File: src/hw/rtl/msad_pkg.sv
package msad_pkg;

  localparam int unsigned CodeW = 13;
  localparam int unsigned FeetW = 18;
  localparam int unsigned EncW  = 2;
  localparam int unsigned GrayW = 8;

  typedef logic [EncW-1:0] enc_t;

  localparam enc_t ENC_25FT    = 2'd0;
  localparam enc_t ENC_GILLHAM = 2'd1;
  localparam enc_t ENC_METRES  = 2'd2;

  localparam int unsigned MetresW    = 12;
  localparam int unsigned ProdW      = 34;
  localparam int unsigned MToFtShift = 20;
  localparam logic [ProdW-1:0] M_TO_FT_NUM = 34'd3440210;
  localparam logic [FeetW-1:0] METRES_FEET_MAX = 18'd13435;

  localparam logic signed [FeetW-1:0] STEP25_OFFSET  = 18'sd1000;
  localparam logic signed [FeetW-1:0] GILLHAM_OFFSET = -18'sd1200;

  function automatic logic [GrayW-1:0] gray_to_bin(input logic [GrayW-1:0] g);
    logic [GrayW-1:0] b;
    b[GrayW-1] = g[GrayW-1];
    for (int i = GrayW - 2; i >= 0; i--) begin
      b[i] = b[i+1] ^ g[i];
    end
    return b;
  endfunction

endpackage

File: src/hw/rtl/mode_s_altitude_decode_core.sv
// Decodes the 13-bit AC altitude field of a Mode S reply into feet and an
// encoding tag (25-foot steps, Gillham 100-foot steps, or metres converted).
// The block takes one transfer per clock cycle while out_ready does not hold
// a result back. Each item passes through the input register and then the
// result register, with the whole decode in the logic between them. While
// out_ready holds a result back, the input register waits behind it, and
// in_ready drops once both registers are full.
// Invalid Gillham patterns are not flagged and decode by the same arithmetic.
module mode_s_altitude_decode_core (
  input  logic                                   clk,
  input  logic                                   rst_n,
  input  logic                                   in_valid,
  output logic                                   in_ready,
  input  logic [msad_pkg::CodeW-1:0]             in_altitude_code,
  output logic                                   out_valid,
  input  logic                                   out_ready,
  output logic signed [msad_pkg::FeetW-1:0]      out_altitude_feet,
  output logic [msad_pkg::EncW-1:0]              out_encoding
);

  logic                              s0_valid_r;
  logic [msad_pkg::CodeW-1:0]        code_r;
  logic                              out_valid_r;
  logic signed [msad_pkg::FeetW-1:0] feet_r;
  msad_pkg::enc_t                    enc_r;

  logic s1_load;

  assign s1_load  = !out_valid_r || out_ready;
  assign in_ready = !s0_valid_r || s1_load;

  logic [msad_pkg::MetresW-1:0]      metres;
  logic [msad_pkg::ProdW-1:0]        prod;
  logic [10:0]                       v;
  logic signed [msad_pkg::FeetW-1:0] feet_m;
  logic signed [msad_pkg::FeetW-1:0] feet_q;
  logic signed [msad_pkg::FeetW-1:0] feet_g;
  logic [msad_pkg::GrayW-1:0]        g500;
  logic [msad_pkg::GrayW-1:0]        n500;
  logic [msad_pkg::GrayW-1:0]        n100_bin;
  logic signed [3:0]                 n100_raw;
  logic signed [3:0]                 n100_fix;
  logic signed [3:0]                 n100;
  logic signed [msad_pkg::FeetW-1:0] feet_nxt;
  msad_pkg::enc_t                    enc_nxt;

  always_comb begin
    metres = {code_r[12:7], code_r[5:0]};
    prod   = {{(msad_pkg::ProdW - msad_pkg::MetresW){1'b0}}, metres} * msad_pkg::M_TO_FT_NUM;
    feet_m = $signed({4'b0, prod[msad_pkg::ProdW-1:msad_pkg::MToFtShift]});

    v      = {code_r[12:7], code_r[5], code_r[3:0]};
    feet_q = $signed({7'b0, v}) * 18'sd25 - msad_pkg::STEP25_OFFSET;

    g500     = {v[2], v[0], v[9], v[7], v[5], v[4], v[3], v[1]};
    n500     = msad_pkg::gray_to_bin(g500);
    n100_bin = msad_pkg::gray_to_bin({5'b0, v[10], v[8], v[6]});
    n100_raw = $signed({1'b0, n100_bin[2:0]}) - 4'sd1;
    n100_fix = (n100_raw == 4'sd6) ? 4'sd4 : n100_raw;
    n100     = n500[0] ? (4'sd4 - n100_fix) : n100_fix;
    feet_g   = msad_pkg::GILLHAM_OFFSET
             + $signed({10'b0, n500}) * 18'sd500
             + $signed({{14{n100[3]}}, n100}) * 18'sd100;

    if (code_r[6]) begin
      feet_nxt = feet_m;
      enc_nxt  = msad_pkg::ENC_METRES;
    end else if (code_r[4]) begin
      feet_nxt = feet_q;
      enc_nxt  = msad_pkg::ENC_25FT;
    end else begin
      feet_nxt = feet_g;
      enc_nxt  = msad_pkg::ENC_GILLHAM;
    end
  end

  always_ff @(posedge clk) begin
    if (!rst_n) begin
      s0_valid_r  <= 1'b0;
      out_valid_r <= 1'b0;
    end else begin
      if (in_ready) begin
        s0_valid_r <= in_valid;
      end
      if (s1_load) begin
        out_valid_r <= s0_valid_r;
      end
    end
  end

  always_ff @(posedge clk) begin
    if (in_valid && in_ready) begin
      code_r <= in_altitude_code;
    end
    if (s1_load && s0_valid_r) begin
      feet_r <= feet_nxt;
      enc_r  <= enc_nxt;
    end
  end

  assign out_valid         = out_valid_r;
  assign out_altitude_feet = feet_r;
  assign out_encoding      = enc_r;

  a_enc_legal: assert property (@(posedge clk) disable iff (!rst_n)
    out_valid_r |-> (enc_r == msad_pkg::ENC_25FT || enc_r == msad_pkg::ENC_GILLHAM ||
                     enc_r == msad_pkg::ENC_METRES))
    else $error("result carries an undefined encoding tag");

  a_metres_range: assert property (@(posedge clk) disable iff (!rst_n)
    (out_valid_r && enc_r == msad_pkg::ENC_METRES) |->
      (!feet_r[msad_pkg::FeetW-1] && $unsigned(feet_r) <= msad_pkg::METRES_FEET_MAX))
    else $error("metres conversion out of range");

  a_advance: assert property (@(posedge clk) disable iff (!rst_n)
    (s0_valid_r && s1_load) |=> out_valid_r)
    else $error("item in the input register was lost");

endmodule
File: config.mk
export PLATFORM = sky130hd
export DESIGN_NAME = mode_s_altitude_decode_core
export DESIGN_NICKNAME = d
export VERILOG_FILES = /design/src/hw/rtl/msad_pkg.sv /design/src/hw/rtl/mode_s_altitude_decode_core.sv
export SDC_FILE = /design/constraint.sdc
export NUM_CORES = 1
export LEC_CHECK = 0
export ABC_AREA = 1
export ABC_CLOCK_PERIOD_IN_PS = 10650
export BUFFER_PORTS_ARGS = -buffer_cell sky130_fd_sc_hd__buf_4
export CAP_MARGIN = 20
export CORE_UTILIZATION = 59
export DETAILED_ROUTE_END_ITERATION = 16
export PLACE_DENSITY = 0.88
export SETUP_SLACK_MARGIN = 0.15
export SLEW_MARGIN = 20
export SYNTH_ARGS = -nofsm -noshare
export SYNTH_HDL_FRONTEND = slang
export SYNTH_SLANG_ARGS = --single-unit
export TNS_END_PERCENT = 5
File: constraint.sdc
create_clock -name clk -period 10.65 [get_ports clk]
set_clock_uncertainty 0.1 [all_clocks]
set_input_delay 0.5325 -clock clk [delete_from_list [all_inputs] [get_ports clk]]
set_output_delay 0.5325 -clock clk [all_outputs]
set_load 0.005 [all_outputs]
==> results of run 1 <==
## cells in the final DEF, fill, tap and decap left out, types with 9 or more instances in the layout
cell,count
a21oi_1,57
buf_4,42
edfxtp_1,33
fa_1,92
ha_1,210
inv_1,291
inv_2,14
nand2_1,298
nand2_2,17
nand3_1,88
nand4_1,15
nor2_1,71
o21ai_0,22
xnor2_1,21
xor2_1,9
## worst max-delay path by stage
stage | from | end | cells past startpoint
finish | code_r[2] | out_altitude_feet[12] | 38
global route | code_r[0] | out_altitude_feet[12] | 39
CTS | code_r[2] | out_altitude_feet[13] | 40
detailed placement | code_r[2] | out_altitude_feet[13] | 40
global placement | code_r[2] | out_altitude_feet[12] | 38
floorplan | code_r[2] | out_altitude_feet[12] | 39
## worst max-delay path: cells and delay by family, from the launching register on
family                     cells  cell delay [ns]
xor gates and xnor gates       1             0.41
buffers and inverters         10             0.88
AOI/OAI and AO/OA              4             0.69
DFF                            1             0.68
adders and majority gates     14             5.15
and+or+nand+nor                9             0.88
## state kept, by name, summed over array words and instances (netlist names)
name               count
out_altitude_feet     18
code_r                13
out_encoding           2
out_valid              1
s0_valid_r             1
## cell type report
class	count	share of cell area
multi-input cells	970	0.724
inverters	307	0.108
flip-flops and latches	35	0.0966
repair buffers	42	0.0295
well taps	220	0.0258
clock buffers	5	0.0117
clock inverters	3	0.00445
## cell families after synthesis
| family | after synthesis | synth area share |
|---|---|---|
| flops | 35 | 0.104 |
| xor+xnor | 31 | 0.0281 |
| compound gates | 113 | 0.0655 |
| fa+ha+maj | 302 | 0.450 |
| simple gates | 524 | 0.234 |
| buf+inv | 312 | 0.119 |
## through the flow
step	setup WS, ns	utilization
floorplan	2.44	-
finish	1.59	0.646
global route	0.911	0.646
detailed placement	1.67	0.635
CTS	1.66	0.646
global placement	2.07	0.635
## layer usage
metal / GRT usage / routed length, um
met5: 0 / 0
met4: 0.156 / 1320
met3: 0.0431 / 1720
met2: 0.554 / 12800
met1: 0.389 / 10600
==> run metrics, run 1 <==
filler instances around 1,400; Remaining Overflow, GRT 0; cell mode on critical path ha_1; Final #Nets 1,680; highest-delay cell along the critical path edfxtp_1; Final period util 0.851; Hold Path Cell Cnt 1; Via Count 8,829; height of the die 132 um; Reg2Reg Launch Point code_r[2]; crit path time final 9.06 ns; Top FF cell, synth edfxtp_1; Residual DRC 0; synthesized area approximately 9900 sq um; Synth area leader ha_1; first-pass GRT wire length 43.6 mm; fin. max-slew vios 0; clk_lat worst skew 0.30 ns; setup_tns 0 ns; asr flop ratio synth 0; register area between 1000 and 1500 sq um; reg-to-reg endpoint out_altitude_feet[12]; outcome finished, final reports clean; CP peak stage delay 0.68 ns; Clock Path Buffers 2; Hold Crit Start in_altitude_code[1]; gp weighted congestion 1.02; CTS resizes 0; gr usage total 0.319; Fin Hold WS 0.306 ns; Via density 5.58; distinct cell type count after synthesis 43; Syn Inst Count 1,317; Die ar. approximately 17,000 sq um; number of global-route vias before repair 9,078; Placed Cells incl. Taps 1,574; #FFs+latches synth 35; WP data required 10.59 ns; Worst-Margin Slew just over 0.8 ns; most frequent cell after synthesis nand2_1; max_slew headroom 0.464; num rows 47; placed instance area 10,500 sq um; Die W 132 um; area of the multi-input gates 7720 sq um; initial antenna violation count 0; largest net degree at the start of global routing 23; clock slew at reported path FFs 0.07 ns; share of cells above drive strength 1 0.0859; R2R setup slack 1.59 ns; antenna-violating nets left 0; RSZ-0062 raised after global routing false; # diodes 0; Core Region 16,500 sq um; crit path kind flop to flop; Iter 0 DRT Violations 605; post-DP HPWL 22.8 mm; finished layout cell area 10,700 sq um; final setup violation count 0; Final Hold Fails 0; initial core utilization 0.601; mean area per synthesized cell 7.54 sq um; Routed wire per std cell 16.7 um; CP max FO 14; top-area cell type share of the netlist area 0.265; YS warnings 0; CTS Buf Count 5; Synth-to-Final Area Change 7.50%; syn nets 1,636; max_cap viols 0; total clock sinks 35; CTS tree built; top post-synthesis cells by area ha_1 (26%), fa_1 (19%), nand2_1 (11%); Post-synth EDFFs 33; Setup Buffers After CTS 0; H-tree level count 2; Finished Layout Cells 1,582; post-synthesis sequential area ratio 0.104; top post-synthesis cells by count nand2_1 (298), inv_1 (291), ha_1 (210); WL final between 20 and 30 mm; I/O pin count 39; drt pass-1 iters 6; f_max 110 MHz; crit start category flop; CP endpoint kind flop; Worst Hold Class primary input to flop; crit path DAT around 9 ns; IO buf count 38; Min-Delay Endpoint code_r[1]; # hold bufs at CTS 0; Root Driver clkbuf_16; R2R depth 38
Power of run 1 is not shown: default switching activity piles up to over one toggle a cycle in this logic, so the estimate is an artifact.
==> run 2: changes to the inputs <==
ABC_CLOCK_PERIOD_IN_PS = 8700   (was 10650)
clock period = 8.7 ns   (was 10.65 ns; I/O delays follow)
==> run 2 against run 1 <==
Non-clock buffer count is 5 higher; flip-flop and latch count stayed put; final area is 0.70% higher; via count is 1.0% lower; critical path depth is 1 higher; die area stayed put; maximum frequency is 13% higher; sequential share of layout area is 0.067 points lower; final cell count is 0.32% higher; critical path type unchanged; critical endpoint is now out_altitude_feet[16].
==> run metrics, run 2 (synthesis results as in run 1) <==
outcome finished, final reports clean; Synth-to-Final Area Change 8.25%; Worst-Margin Slew 1.09 ns; max_cap viols 0; first-pass GRT wire length 43.4 mm; Worst Hold Class primary input to flop; RSZ-0062 raised after global routing true; Via Count 8,737; busiest grt layer met2; Final #Nets 1,685; initial core utilization 0.601; Iter 0 DRT Violations 669; IO buf count 38; reg-to-reg endpoint out_altitude_feet[16]; Reg2Reg Launch Point code_r[2]; critical path startpoint code_r[2]; Fin Hold WS between 0.2 and 0.25 ns; crit start category flop; WP data required 8.59 ns; num rows 47; finished layout cell area 10,700 sq um; crit path DAT 7.95 ns; met3 Track Usage GR 0.0531; Routed wire per std cell 16.9 um; Clock Path Buffers 2; highest-delay cell along the critical path edfxtp_1; gr usage total 0.317; height of the die 132 um; antenna-violating nets left 0; CP peak stage delay 0.45 ns; Min-Delay Endpoint code_r[12]; Die ar. 17,400 sq um; Residual DRC 0; # diodes 0; commonest non-fill, non-tap cell in the layout nand2_1; cell mode on critical path inv_1; crit path time final 8.05 ns; fin. max-slew vios 0; R2R depth 39; final setup violation count 0; Final period util 0.926; largest net degree at the start of global routing 23; total clock sinks 35; Remaining Overflow, GRT 0; R2R setup slack 0.65 ns; max_slew headroom 0.272; number of flip-flops in the largest register 18; setup_tns 0 ns; CTS tree built; post-DP HPWL 22.3 mm; clock slew at reported path FFs 0.07 ns; number of global-route vias before repair 8,940; placed instance area 10,500 sq um; gp weighted congestion 1.00; I/O pin count 39; WL final 26.8 mm; clk_lat worst skew 0.30 ns; CTS Buf Count 5; Root Driver clkbuf_16; Die W 132 um; commonest non-fill, non-tap cells in the layout nand2_1 (298), inv_1 (290), ha_1 (207); Hold Crit Start in_altitude_code[12]; Hold Path Cell Cnt 1; share of cells above drive strength 1 0.0944; GR Util met2 0.546; CP max FO 7; f_max 124 MHz; GR Layer Usage met1 0.388; drt pass-1 iters 5; H-tree level count 2; Final Hold Fails 0; Via density 5.51; # hold bufs at CTS 0; Core Region 16,500 sq um; CP endpoint kind flop; crit path kind flop to flop; initial antenna violation count 0
-- run 2: worst max path at each step --
stage	end	slack, ns
6_report	out_altitude_feet[16]	0.65
4_1_cts	out_altitude_feet[12]	0.36
3_5_place_dp	out_altitude_feet[12]	0.36
3_3_place_gp	out_altitude_feet[12]	0.63
2_1_floorplan	out_altitude_feet[12]	0.49
5_1_grt	out_altitude_feet[16]	0.11
-- run 2: critical path, delay by kind of cell (launching register included) --
kind | cells | cell delay [ns]
AND/OR/NAND/NOR | 8 | 0.80
flip-flops | 1 | 0.45
AO/OA/AOI/OAI | 6 | 0.95
adder cells (fa/ha/maj) | 14 | 4.64
buffers and inverters | 11 | 0.79
-- run 2: final cells by class --
type | instances | area (sq um)
timing repair buffer | 47 | 353
sequential | 35 | 1030
fill | 1342 | 5780
tap | 220 | 275
clock inverter | 3 | 47.5
multi-input combinational | 970 | 7760
clock buffer | 5 | 125
inverter | 307 | 1150
-- run 2: per-stage QoR --
stage | setup WS [ns] | cells | util
6_report | 0.648 | 1587 | 0.650
5_1_grt | 0.108 | 1587 | 0.650
3_3_place_gp | 0.628 | 1578 | 0.637
2_1_floorplan | 0.487 | 1317 | -
3_5_place_dp | 0.363 | 1578 | 0.638
4_1_cts | 0.357 | 1586 | 0.648
-- run 2: timing repair --
item,in CTS,in global routing
resized for setup,0,8
buffers inserted,0,1
endpoints found under the setup margin,0,7
endpoints found under the hold margin,0,0
-- run 2: layer usage --
layer  vias to the layer above  share of wire
met5                         -              0
met4                         0          0.046
met3                        88          0.070
met2                       338           0.48
met1                      4055           0.40
li1                       4256              -
Power of run 2 is left out for the same reason.
